### config.mk
export PLATFORM = sky130hd
export DESIGN_NAME = fp32_fp16_bf16_converter_core
export DESIGN_NICKNAME = d
export VERILOG_FILES = /design/src/rtl/fcvt_pkg.sv /design/src/rtl/fp32_fp16_bf16_converter_core.sv /design/src/rtl/fcvt_prep.sv /design/src/rtl/fcvt_round.sv /design/src/rtl/fcvt_widen.sv
export SDC_FILE = /design/constraint.sdc
export NUM_CORES = 1
export LEC_CHECK = 0
export ABC_AREA = 1
export ABC_CLOCK_PERIOD_IN_PS = 9700
export BUFFER_PORTS_ARGS = -buffer_cell sky130_fd_sc_hd__buf_4
export CORE_ASPECT_RATIO = 1.2
export CORE_UTILIZATION = 30
export CTS_CLUSTER_SIZE = 40
export DETAILED_ROUTE_END_ITERATION = 8
export PLACE_DENSITY_LB_ADDON = 0.3
export SYNTH_ARGS = -nofsm -noshare
export SYNTH_HDL_FRONTEND = slang
export SYNTH_SLANG_ARGS = --single-unit
### constraint.sdc
create_clock -name aclk -period 9.7 [get_ports aclk]
set_input_delay 0.97 -clock aclk [delete_from_list [all_inputs] [get_ports aclk]]
set_output_delay 0.97 -clock aclk [all_outputs]
set_load 0.03 [all_outputs]
### src/rtl/fcvt_pkg.sv
`timescale 1ns / 1ps

package fcvt_pkg;

    typedef enum logic [2:0] {
        CMD_F32_TO_F16  = 3'd0,
        CMD_F16_TO_F32  = 3'd1,
        CMD_F32_TO_BF16 = 3'd2,
        CMD_BF16_TO_F32 = 3'd3,
        CMD_F32_VIA_F16 = 3'd4,
        CMD_F32_VIA_BF  = 3'd5
    } fcvt_cmd_t;

    localparam logic [14:0] HALF_QNAN     = 15'h7E00;
    localparam logic [14:0] HALF_INF      = 15'h7C00;
    localparam logic [31:0] BF_ROUND_BIAS = 32'h0000_7FFF;
    localparam logic [7:0]  F32_EXP_MAX   = 8'hFF;
    localparam logic [7:0]  HALF_OVF_EXP  = 8'd143;  // biased fp32 exponent giving fp16 exp 31
    localparam logic [7:0]  HALF_MIN_EXP  = 8'd102;  // below this the value flushes to zero
    localparam logic [7:0]  HALF_BIAS_ADJ = 8'd112;
    localparam logic [7:0]  HALF_SUB_SH   = 8'd126;
    localparam logic [4:0]  HALF_NORM_SH  = 5'd13;
    localparam logic [7:0]  F32_SUB_BASE  = 8'd103;

    // first stage view of an fp32 operand heading for fp16
    typedef struct packed {
        logic        sign;
        logic        is_fix;
        logic [14:0] fix_val;
        logic [23:0] m24;
        logic [4:0]  sh;
        logic [4:0]  he;
        logic [15:0] bf16;
    } fcvt_pre_t;

endpackage

### src/rtl/fp32_fp16_bf16_converter_core.sv
`timescale 1ns / 1ps
// channel   | ports                             | contents
// input     | s_tvalid s_tready s_tdata s_tuser | tdata[31:0] operand, tuser[2:0] cmd
// result    | m_tvalid m_tready m_tdata         | tdata[31:0] converted
//
// one item per cycle while m_tready does not stall the output; each item passes
// the a and b stage registers and then the output register before m_tvalid rises
// stages: classify and bf16 add, fp16 round, widen and select into the output register
// aresetn (synchronous) empties all stages; payload registers are not reset
// a stall at m_tready holds each stage that is full; empty stages keep filling

module fp32_fp16_bf16_converter_core import fcvt_pkg::*; (
    input  logic        aclk,
    input  logic        aresetn,
    input  logic        s_tvalid,
    output logic        s_tready,
    input  logic [31:0] s_tdata,   // [31:0] operand
    input  logic [2:0]  s_tuser,   // [2:0] cmd
    output logic        m_tvalid,
    input  logic        m_tready,
    output logic [31:0] m_tdata    // [31:0] converted
);

    logic        a_valid_reg;
    fcvt_cmd_t   a_cmd_reg;
    logic [31:0] a_op_reg;
    fcvt_pre_t   a_pre_reg;
    fcvt_pre_t   a_pre_next;

    logic        b_valid_reg;
    fcvt_cmd_t   b_cmd_reg;
    logic [31:0] b_op_reg;
    logic [15:0] b_half_reg;
    logic [15:0] b_bf16_reg;
    logic [15:0] b_half_next;

    logic        m_valid_reg;
    logic [31:0] m_data_reg;
    logic [31:0] m_data_next;

    logic        out_en;
    logic        b_en;
    logic        a_en;
    logic [15:0] wide_src;
    logic [31:0] wide_res;

    assign out_en   = !m_valid_reg || m_tready;
    assign b_en     = !b_valid_reg || out_en;
    assign a_en     = !a_valid_reg || b_en;
    assign s_tready = a_en;
    assign m_tvalid = m_valid_reg;
    assign m_tdata  = m_data_reg;

    fcvt_prep u_prep (
        .operand (s_tdata),
        .pre     (a_pre_next)
    );

    fcvt_round u_round (
        .pre  (a_pre_reg),
        .half (b_half_next)
    );

    assign wide_src = (b_cmd_reg == CMD_F16_TO_F32) ? b_op_reg[15:0] : b_half_reg;

    fcvt_widen u_widen (
        .half   (wide_src),
        .single (wide_res)
    );

    always_comb begin
        case (b_cmd_reg) inside
            CMD_F32_TO_F16:                  m_data_next = {16'b0, b_half_reg};
            CMD_F16_TO_F32, CMD_F32_VIA_F16: m_data_next = wide_res;
            CMD_F32_TO_BF16:                 m_data_next = {16'b0, b_bf16_reg};
            CMD_BF16_TO_F32:                 m_data_next = {b_op_reg[15:0], 16'b0};
            CMD_F32_VIA_BF:                  m_data_next = {b_bf16_reg, 16'b0};
            default:                         m_data_next = b_op_reg;
        endcase
    end

    always_ff @(posedge aclk) begin
        if (!aresetn) begin
            a_valid_reg <= 1'b0;
            b_valid_reg <= 1'b0;
            m_valid_reg <= 1'b0;
        end else begin
            if (a_en)   a_valid_reg <= s_tvalid;
            if (b_en)   b_valid_reg <= a_valid_reg;
            if (out_en) m_valid_reg <= b_valid_reg;
        end
    end

    always_ff @(posedge aclk) begin
        if (a_en) begin
            a_cmd_reg <= fcvt_cmd_t'(s_tuser);
            a_op_reg  <= s_tdata;
            a_pre_reg <= a_pre_next;
        end
        if (b_en) begin
            b_cmd_reg  <= a_cmd_reg;
            b_op_reg   <= a_op_reg;
            b_half_reg <= b_half_next;
            b_bf16_reg <= a_pre_reg.bf16;
        end
        if (out_en) begin
            m_data_reg <= m_data_next;
        end
    end

endmodule

### src/rtl/fcvt_prep.sv
`timescale 1ns / 1ps

module fcvt_prep import fcvt_pkg::*; (
    input  logic [31:0] operand,
    output fcvt_pre_t   pre
);

    logic        sign;
    logic [7:0]  ef;
    logic [22:0] mant;
    logic [31:0] bf_sum;

    assign sign = operand[31];
    assign ef   = operand[30:23];
    assign mant = operand[22:0];

    // bf16 rounding wraps modulo 2^32, no nan check
    assign bf_sum = operand + BF_ROUND_BIAS + {31'b0, operand[16]};

    always_comb begin
        pre.sign    = sign;
        pre.is_fix  = 1'b0;
        pre.fix_val = '0;
        pre.m24     = {1'b0, mant};
        pre.sh      = HALF_NORM_SH;
        pre.he      = '0;
        pre.bf16    = bf_sum[31:16];
        if (ef == F32_EXP_MAX) begin
            pre.is_fix  = 1'b1;
            pre.fix_val = (mant != '0) ? HALF_QNAN : HALF_INF;
        end else if (ef >= HALF_OVF_EXP) begin
            pre.is_fix  = 1'b1;
            pre.fix_val = HALF_INF;
        end else if (ef < HALF_MIN_EXP) begin
            pre.is_fix  = 1'b1;
            pre.fix_val = '0;
        end else if (ef <= HALF_BIAS_ADJ) begin
            // fp16 subnormal: hidden bit joins, shift of 14 to 24
            pre.m24 = {1'b1, mant};
            pre.sh  = 5'(HALF_SUB_SH - ef);
        end else begin
            pre.he = 5'(ef - HALF_BIAS_ADJ);
        end
    end

endmodule

### src/rtl/fcvt_round.sv
`timescale 1ns / 1ps

module fcvt_round import fcvt_pkg::*; (
    input  fcvt_pre_t   pre,
    output logic [15:0] half
);

    logic [23:0] hm;
    logic [23:0] mask;
    logic [23:0] rem;
    logic [23:0] halfway;
    logic        up;
    logic [14:0] mag;

    assign hm      = pre.m24 >> pre.sh;
    assign mask    = (24'h1 << pre.sh) - 24'h1;
    assign rem     = pre.m24 & mask;
    assign halfway = 24'h1 << (pre.sh - 5'd1);
    assign up      = (rem > halfway) || ((rem == halfway) && hm[0]);

    // a mantissa carry runs into the exponent field, up to infinity
    assign mag  = {pre.he, 10'b0} + {5'b0, hm[9:0]} + {14'b0, up};
    assign half = pre.is_fix ? {pre.sign, pre.fix_val} : {pre.sign, mag};

endmodule

### src/rtl/fcvt_widen.sv
`timescale 1ns / 1ps

module fcvt_widen import fcvt_pkg::*; (
    input  logic [15:0] half,
    output logic [31:0] single
);

    logic        sign;
    logic [4:0]  ef;
    logic [9:0]  mant;
    logic [3:0]  msb;
    logic [3:0]  sft;
    logic [10:0] norm;
    logic [7:0]  e8;

    assign sign = half[15];
    assign ef   = half[14:10];
    assign mant = half[9:0];

    always_comb begin
        msb = '0;
        for (int i = 0; i < 10; i++) begin
            if (mant[i]) msb = 4'(i);
        end
    end

    assign sft  = 4'd10 - msb;
    assign norm = {1'b0, mant} << sft;
    assign e8   = F32_SUB_BASE + {4'b0, msb};

    always_comb begin
        if (ef == '0) begin
            if (mant == '0) single = {sign, 31'b0};
            else            single = {sign, e8, norm[9:0], 13'b0};
        end else if (ef == 5'h1F) begin
            single = {sign, F32_EXP_MAX, mant, 13'b0};
        end else begin
            single = {sign, 8'({3'b0, ef} + HALF_BIAS_ADJ), mant, 13'b0};
        end
    end

endmodule

==> results.cfg, run 1 <==
[final_layout]
syn2layout_area_growth_pct = 15.6
fill_cells = 3369
final_cell_mix = 262 x nand2_1, 163 x edfxtp_1, 125 x inv_1
seq_area_um2 = 4950
multi_input_area_um2 = 4350
mostFrequentLayoutCell = nand2_1
fin_nets = 1274
drive_above_1_share_pct = 15.2
n_antenna_cell = 0

[sta]
worst_pin_slew_ns = 0.893
fin_crit_ns = 5.51
clock_skew_ns = 0.0139
rsz0062_at_grt = no
fin_crit_sh_pct = 56.8
maxSlewHeadroom_pct = 40.5
hold_violations = 0
hold_slack_ns = 0.414
tns_ns = 0
drv_slew = 0
fmax_mhz = 182
finalSetupViolCount = 0

[clocking]
cts_tree = built
clk_pin_slew_ns = 0.08
clockBufferDepth = 2
post_cts_buffers = 0
cts_buffers = 17
cts_htree_levels = 4
cts_resized = 0
clk-insertion-delay-late_ns = 0.44
clock_sinks = 166
postCtsHoldBufs = 0
cts-root-buf = clkbuf_16

[worst_setup_path]
r2r_slack_ns = 4.19
critPathLaunchType = register
cp_max_fo = 20
slowest_delay_ns = 0.86
r2r_start = a_pre_reg[23]
cp_data_arrival_time_ns = 5.70
crit_type = reg -> reg
r2r-end = b_half_reg[13]
slowest_stage = edfxtp_1
end_kind = register
path_common_cell = nand2_1
crit_buf_inv = 3
cpLargestDelayFamily = simple AND/OR/NAND/NOR gates
worstPathRequired_ns = 9.89
reg2reg_depth = 28

[floorplan]
start_util_pct = 30.4
core_area_um2 = 33100
dieArea_um2 = 34200
dieWidth_um = 169
rows = 73
dieHeight_um = 202
pin_count = 73

[hold_path]
hold_end = b_bf16_reg[7]
holdPathStages = 0
min_from = a_pre_reg[7]
worstHoldPathType = reg -> reg

[synth]
yosys.area.top_type_share_pct = 48.7
synthMuxAreaShare_pct = 1.53
ys_ff_latch = 166
synth_top_family_by_area = simple AND/OR/NAND/NOR gates
synthDistinctLibCells = 58
ys.warnings.count = 0
ys_seq_area_share_pct = 49.3
synth_area_leader_cell = edfxtp_1
synthSimpleGateAreaFrac_pct = 20.7
synth_area_leaders = edfxtp_1 49%, nand2_1 9.8%, inv_1 4.7%, ha_1 4.2%, a21oi_1 3.9%
synth_area_um2 = 10000
synthXorXnorAreaFrac_pct = 1.93
synth-edff-count = 163
synth_compound_area_share_pct = 14.8
postSynth.asyncResetShare_pct = 0
syn_inst = 1137
syn_nets = 1210
synth_ff_type = edfxtp_1
synthAdderAreaFrac_pct = 4.23
synth_area_per_cell_um2 = 8.84

[route]
avgViaCountPerCell = 4.90
route.detailed.drc = 0
ant_nets = 0
dr_total_vias = 8153
drt_iter0_drc = 594
drt_wl_total_mm = 28.6
firstDrtPassIters = 5
wl_per_cell_um = 17.2

[placement]
gp_congestion = 0.932
dp_hpwl_mm = 22.4
portBuffers = 72

[grt]
grt_pass1_vias = 8035
grt.total_usage_pct = 17.1
antenna_found_initial = 0
grt_pass1_wl_mm = 44.8
grt.overflow.total = 0
grt_max_degree = 67

[power]
powerDensity_nw_per_um2 = 167
ir_drop_mv = 0.0791
p_leak_nw = 4.91

[run]
cap_violations = 0

[outcome]
status = complete, no violations
## worst register-to-register path, delay by kind of cell, from the launching register on
family / cells / cell delay, ns
AND/OR/NAND/NOR: 18 / 2.16
flip-flops: 1 / 0.86
AO/OA/AOI/OAI: 3 / 0.79
adder cells (fa/ha/maj): 3 / 0.78
buffers and inverters: 3 / 0.49
XOR/XNOR: 1 / 0.18
## metal layers
layer	routed length, um	track usage (%)
met1	11600	19.5
met2	15000	31.8
met3	990	1.89
met4	1030	7.98
met5	0	0
## logic make-up after synthesis
family | after synthesis
and+or+nand+nor | 475
AOI/OAI and AO/OA | 250
buffers and inverters | 178
DFF | 166
adders and majority gates | 34
xor gates and xnor gates | 20
muxes | 14
## per-stage QoR
stage | worst slack (ns) | utilization [%] | instance area [um^2] | total power [W] | std cells
floorplan | 5.22 | - | 10000 | 0.00113 | 1137
global placement | 4.55 | 33.3 | 11000 | 0.00125 | 1632
detailed placement | 4.33 | 33.3 | 11000 | 0.00125 | 1632
CTS | 4.30 | 35.1 | 11600 | 0.00195 | 1664
global route | 3.61 | 35.1 | 11600 | 0.00202 | 1664
finish | 4.19 | 35.1 | 11600 | 0.00194 | 1664
## power breakdown
| group | total (W) | switching, W | internal, W |
|---|---|---|---|
| Combinational | 0.000365 | 0.000242 | 0.000122 |
| Clock | 0.000703 | 0.000312 | 0.000392 |
| Sequential | 0.000873 | 0.0000297 | 0.000843 |
## worst max path at each step
stage                     end     startpoint  depth (start not counted)
6_report       b_half_reg[13]  a_pre_reg[23]                         28
5_1_grt        b_half_reg[13]  a_pre_reg[23]                         28
4_1_cts        b_half_reg[13]  a_pre_reg[23]                         28
3_5_place_dp   b_half_reg[13]  a_pre_reg[23]                         28
3_3_place_gp   b_half_reg[13]  a_pre_reg[23]                         28
2_1_floorplan        s_tready       m_tready                          4
## cells in the mapped netlist, drive strengths merged (13+ instances only)
library cell  instances
edfxtp              163
o21ai               110
a21oi                82
inv                 141
nand3                56
o221ai               19
nor3                 15
nand4                13
ha                   34
clkbuf               19
nor2                100
buf                  17
xor2                 14
nand2               274
## final cells by class
cell class	count	area share [%]
sequential	166	42.7
multi-input combinational	793	37.4
timing repair buffer	81	5.24
tap	450	4.85
inverter	142	4.59
clock buffer	17	3.66
clock inverter	15	1.56
Power figures use the tool's default switching activity.
==> inputs of run 2 (changes only) <==
--- a/config.mk
+++ b/config.mk
@@ -6,7 +6,7 @@
 export NUM_CORES = 1
 export LEC_CHECK = 0
 export ABC_AREA = 1
-export ABC_CLOCK_PERIOD_IN_PS = 9700
+export ABC_CLOCK_PERIOD_IN_PS = 4700
 export BUFFER_PORTS_ARGS = -buffer_cell sky130_fd_sc_hd__buf_4
 export CORE_ASPECT_RATIO = 1.2
 export CORE_UTILIZATION = 30
==> constraint.sdc (replaced) <==
create_clock -name aclk -period 4.7 [get_ports aclk]
set_input_delay 0.47 -clock aclk [delete_from_list [all_inputs] [get_ports aclk]]
set_output_delay 0.47 -clock aclk [all_outputs]
set_load 0.03 [all_outputs]
==> results.cfg, run 2 (synthesis results as in run 1) <==
[outcome]
status = finished, violations left
violations = DRC

[route]
ant_nets = 0
firstDrtPassIters = 7
route.detailed.drc = 2
avgViaCountPerCell = 4.90
drt_iter0_drc = 712
dr_total_vias = 8252
drt_wl_total_mm = 29.1
wl_per_cell_um = 17.3

[power]
total_power_w = 0.00389
p_leak_nw = 4.97
seq_power_share_pct = 46.2
combPwrFrac_pct = 19.6
p_int_w = 0.00273
powerDensity_nw_per_um2 = 332
pwr-share-clk_pct = 34.1
ir_drop_mv = 0.153
swShare_pct = 29.9
netSwitchingPower_w = 0.00116

[worst_setup_path]
end_kind = register
critPathLaunchType = register
slowest_stage = edfxtp_1
crit_start = a_pre_reg[23]
crit_type = reg -> reg
r2r_start = a_pre_reg[23]
worstPathRequired_ns = 4.90
cp_max_fo = 6
cp_data_arrival_time_ns = 4.46
path_common_cell = nor2_1
slowest_delay_ns = 0.45

[placement]
dp_slack_ns = 0.148
dp_hpwl_mm = 23.1
portBuffers = 72
dp.cells = 1652
gp_congestion = 0.955

[final_layout]
seq_area_um2 = 4950
drive_above_1_share_pct = 17.0
multi_input_area_um2 = 4380
n_antenna_cell = 0
final_cell_mix = 262 x nand2_1, 163 x edfxtp_1, 124 x inv_1
fin_cells = 1684
mostFrequentLayoutCell = nand2_1
syn2layout_area_growth_pct = 16.9
fin_nets = 1294
fill_cells = 3438

[hold_path]
worstHoldPathType = in -> reg
min_from = s_tuser[0]

[grt]
grt_pass1_wl_mm = 45.2
gr-usage-met2_pct = 32.0
grt_max_degree = 54
antenna_found_initial = 0
grt_pass1_vias = 8041
gr-usage-met3_pct = 2.48
grt.total_usage_pct = 17.5
busiest_layer = met2
grtUsageMet1_pct = 19.6
grt.overflow.total = 0

[clocking]
post_cts_buffers = 0
clk_pin_slew_ns = 0.07
clock_sinks = 166
cts_tree = built
cts_buffers = 17
clockBufferDepth = 2
clk-insertion-delay-late_ns = 0.45
cts_htree_levels = 4
cts-root-buf = clkbuf_16

[sta]
hold_slack_ns = 0.201
finalSetupViolCount = 0
setup_ws_ns = 0.441
fin_crit_ns = 4.26
maxSlewHeadroom_pct = 48.2
worst_pin_slew_ns = 0.775
hold_violations = 0
fmax_mhz = 235
drv_slew = 0
clock_skew_ns = 0.0128
fin_crit_sh_pct = 90.6

[floorplan]
dieHeight_um = 202
core_area_um2 = 33100
rows = 73
pin_count = 73
dieArea_um2 = 34200
start_util_pct = 30.4
dieWidth_um = 169

[run]
cap_violations = 0
## run 2: cell types whose count changed in the layout (fill, tap and decap cells not counted), sizes merged
cell and delta:
buf +20, clkinv +5, inv -5, bufinv -1, clkinvlp +1
## run 2: worst paths after layout
kind	to	slack (ns)	depth (start not counted)
min	a_cmd_reg[0]	0.20	1
max	b_half_reg[11]	0.44	28
min reg2reg	b_bf16_reg[0]	0.42	0
max reg2reg	b_half_reg[11]	0.44	28
## run 2: layout make-up
cell class	instances	share of cell area, %
Clock inverter	15	1.09
Timing Repair Buffer	101	6.46
Tap cell	450	4.79
Multi-Input combinational cell	793	37.3
Inverter	142	4.54
Clock buffer	17	3.62
Sequential cell	166	42.2
## run 2: power groups by stage
stage / registers, W / logic [W] / clock network (W)
after floorplan: 0.00188 / 0.000452 / 0
after global placement: 0.00183 / 0.000756 / 0
after detailed placement: 0.00183 / 0.000753 / 0
after CTS: 0.00180 / 0.000755 / 0.00135
after global routing: 0.00181 / 0.000840 / 0.00141
final: 0.00180 / 0.000764 / 0.00133
## run 2: critical path: cells and delay by family, from the launching register on
kind	cells	cell delay, ns
buffers and inverters	5	0.41
AO/OA/AOI/OAI	4	0.51
AND/OR/NAND/NOR	16	1.86
adder cells (fa/ha/maj)	3	0.76
flip-flops	1	0.45
## run 2: per-layer routing
layer | vias up | routed length, um
li1 | 4096 | -
met1 | 3866 | 11800
met2 | 225 | 15100
met3 | 65 | 977
met4 | 0 | 1220
met5 | - | 0
## run 2: repair_timing
item,CTS,global route
setup endpoints to repair,0,14
hold buffers,0,0
gates resized for setup,0,10
## run 2: stage by stage
step	cell area, um^2	TNS, ns	utilization [%]
final	11700	0	35.5
after global routing	11700	-0.00441	35.5
after CTS	11700	0	35.4
after detailed placement	11200	0	33.7
after global placement	11200	0	33.7
after floorplan	10000	0	-
==> inputs of run 3 (changes only) <==
--- a/config.mk
+++ b/config.mk
@@ -15,4 +15,5 @@
 export PLACE_DENSITY_LB_ADDON = 0.3
 export SYNTH_ARGS = -nofsm -noshare
 export SYNTH_HDL_FRONTEND = slang
+export SYNTH_HIERARCHICAL = 1
 export SYNTH_SLANG_ARGS = --single-unit
==> results.cfg, run 3 <==
[clocking]
cts_htree_levels = 1
clk_pin_slew_ns = 0.06
clockBufferDepth = 3
clk-insertion-delay-late_ns = 0.51
clock_sinks = 204
cts_buffers = 23
cts-root-buf = clkbuf_16
cts_tree = built

[sta]
rsz0062_at_grt = no
fin_crit_ns = 4.35
worst_pin_slew_ns = 1.05
hold_slack_ns = 0.130
fin_crit_sh_pct = 92.6
hold_violations = 0
drv_slew = 0
finalSetupViolCount = 0
tns_ns = 0
fmax_mhz = 230
clock_skew_ns = 0.0125
maxSlewHeadroom_pct = 29.6

[grt]
antenna_found_initial = 0
grt.total_usage_pct = 16.3
grt_pass1_wl_mm = 53.1
grt_pass1_vias = 9325
grt.overflow.total = 0
grt_max_degree = 44

[route]
avgViaCountPerCell = 4.76
wl_per_cell_um = 16.9
drt_wl_total_mm = 34.2
route.detailed.drc = 0
drt_iter0_drc = 668
ant_nets = 0
dr_total_vias = 9658
firstDrtPassIters = 6

[placement]
portBuffers = 72
gp_congestion = 0.952
dp_hpwl_mm = 26.7
dp.cells = 1988

[synth]
synth_area_leader_cell = edfxtp_1
ys_ff_latch = 204
synthTopCellsByCount = 440 x nand2_1, 201 x edfxtp_1, 189 x nand3_1
synth_area_per_cell_um2 = 8.57
yosys.cell_count.top_type = nand2_1
postSynth.asyncResetShare_pct = 0
ys.warnings.count = 6
synthDistinctLibCells = 52
synth_area_um2 = 12300
syn_inst = 1430
ys_seq_area_share_pct = 49.7
yosys.area.top_type_share_pct = 49.2
synth_area_leaders = edfxtp_1 49%, nand2_1 13%, nand3_1 7.7%, nor2_1 4.2%, buf_4 3.5%
synth_ff_type = edfxtp_1
synth-edff-count = 201

[hold_path]
worstHoldPathType = in -> reg
min_from = s_tuser[1]
holdPathStages = 1
hold_end = a_cmd_reg[1]

[worst_setup_path]
r2r_start = a_pre_reg[22]
cp_max_fo = 14
r2r_slack_ns = 0.35
crit_type = reg -> reg
cp_data_arrival_time_ns = 4.61
reg2reg_depth = 24
crit_chain = buf_4 -> buf_4 -> inv_4 -> nor2_2 -> inv_1 -> nor2_1 -> inv_1 -> nor2_1 -> nor4b_1 -> ha_1 -> nand4_1 -> nor4_2 -> buf_4 -> nand3b_1 -> nand4_1 -> o21ai_0 -> inv_1 -> ha_1 -> ha_1 -> nand3_2 -> nor2_2 -> nand4_1 -> nand3_1 -> nand2_1
slowest_delay_ns = 0.35
slowest_stage = edfxtp_1
worstPathRequired_ns = 4.96
critPathLaunchType = register
r2r-end = b_half_reg[12]
end_kind = register

[final_layout]
final_cell_mix = 439 x nand2_1, 201 x edfxtp_1, 189 x nand3_1
mostFrequentLayoutCell = nand2_1
n_antenna_cell = 0
largest_reg_flops = 67
fin_cells = 2031
fill_cells = 4183
drive_above_1_share_pct = 15.4
fin_nets = 1554
syn2layout_area_growth_pct = 13.7

[floorplan]
rows = 80
pin_count = 73
dieHeight_um = 223
core_area_um2 = 40000
dieArea_um2 = 41700
start_util_pct = 30.6
dieWidth_um = 187

[power]
ir_drop_mv = 0.266
p_leak_nw = 6.07
powerDensity_nw_per_um2 = 363

[outcome]
status = complete, no violations

[run]
cap_violations = 0
## run 3: cell types whose count changed after synthesis, sizes merged, moves of 36 or more
cell    before  now
buf         17   79
a21oi       82   46
nor2       100  154
edfxtp     163  201
o21ai      110   36
nand3       56  196
nand2      274  463
## run 3: cell families (layout without fill, tap and decap cells)
logic type,after synthesis,after routing,share of synthesized area (%)
multiplexers,16,16,1.47
buffers and inverters,201,249,8.60
AND/OR/NAND/NOR,863,863,31.4
other,2,22,0.0613
flip-flops,204,204,49.7
XOR/XNOR,16,16,1.14
AO/OA/AOI/OAI,97,97,4.42
adder cells (fa/ha/maj),31,31,3.16
## run 3: area by class of cell
class,count,area (um^2),share of cell area [%]
multi-input cells,1045,5220,37.5
flip-flops and latches,204,6100,43.7
clock buffers,26,587,4.21
well taps,533,667,4.78
inverters,109,414,2.97
repair buffers,101,758,5.44
clock inverters,13,196,1.41
## run 3: repair_timing
item / CTS / global route
hold buffers: 0 / 0
setup buffers: 0 / 4
resized for setup: 0 / 7
endpoints found under the setup margin: 0 / 8
## run 3: how the worst max path moves through the flow
stage,start,endpoint,cells after the start
4_1_cts,a_pre_reg[23],b_half_reg[12],27
6_report,a_pre_reg[22],b_half_reg[12],24
3_3_place_gp,a_pre_reg[22],b_half_reg[12],25
3_5_place_dp,a_pre_reg[23],b_half_reg[12],27
2_1_floorplan,m_tvalid,a_cmd_reg[0],3
5_1_grt,a_pre_reg[22],b_half_reg[12],26
## run 3: per-layer routing
layer | vias to the layer above | global-route usage [%] | wire length (um)
li1 | 4833 | - | -
met1 | 4529 | 20.2 | 14900
met2 | 236 | 28.7 | 17000
met3 | 60 | 1.67 | 1180
met4 | 0 | 6.66 | 1220
met5 | - | 0 | 0
## run 3: worst max-delay path: cells and delay by family (launching register included)
family / cells / cell delay (ns)
compound gates: 1 / 0.08
fa+ha+maj: 3 / 0.73
buf+inv: 7 / 1.08
flops: 1 / 0.35
simple gates: 13 / 1.85
## run 3: metrics by stage
stage	utilization [%]	instance area [um^2]	power, W	setup WS [ns]
6_report	34.8	13900	0.00505	0.348
5_1_grt	34.8	13900	0.00528	0.0211
4_1_cts	34.7	13900	0.00511	0.217
3_5_place_dp	32.7	13100	0.00320	0.243
3_3_place_gp	32.7	13100	0.00320	0.336
2_1_floorplan	-	12300	0.00292	0.293
## run 3: where the power goes
group | internal [W] | leakage [nW] | total (W) | switching, W
logic | 0.000312 | 3.51 | 0.000937 | 0.000625
registers | 0.00215 | 2.18 | 0.00223 | 0.0000846
clock network | 0.00117 | 0.381 | 0.00188 | 0.000713
total | 0.00363 | 6.07 | 0.00505 | 0.00142
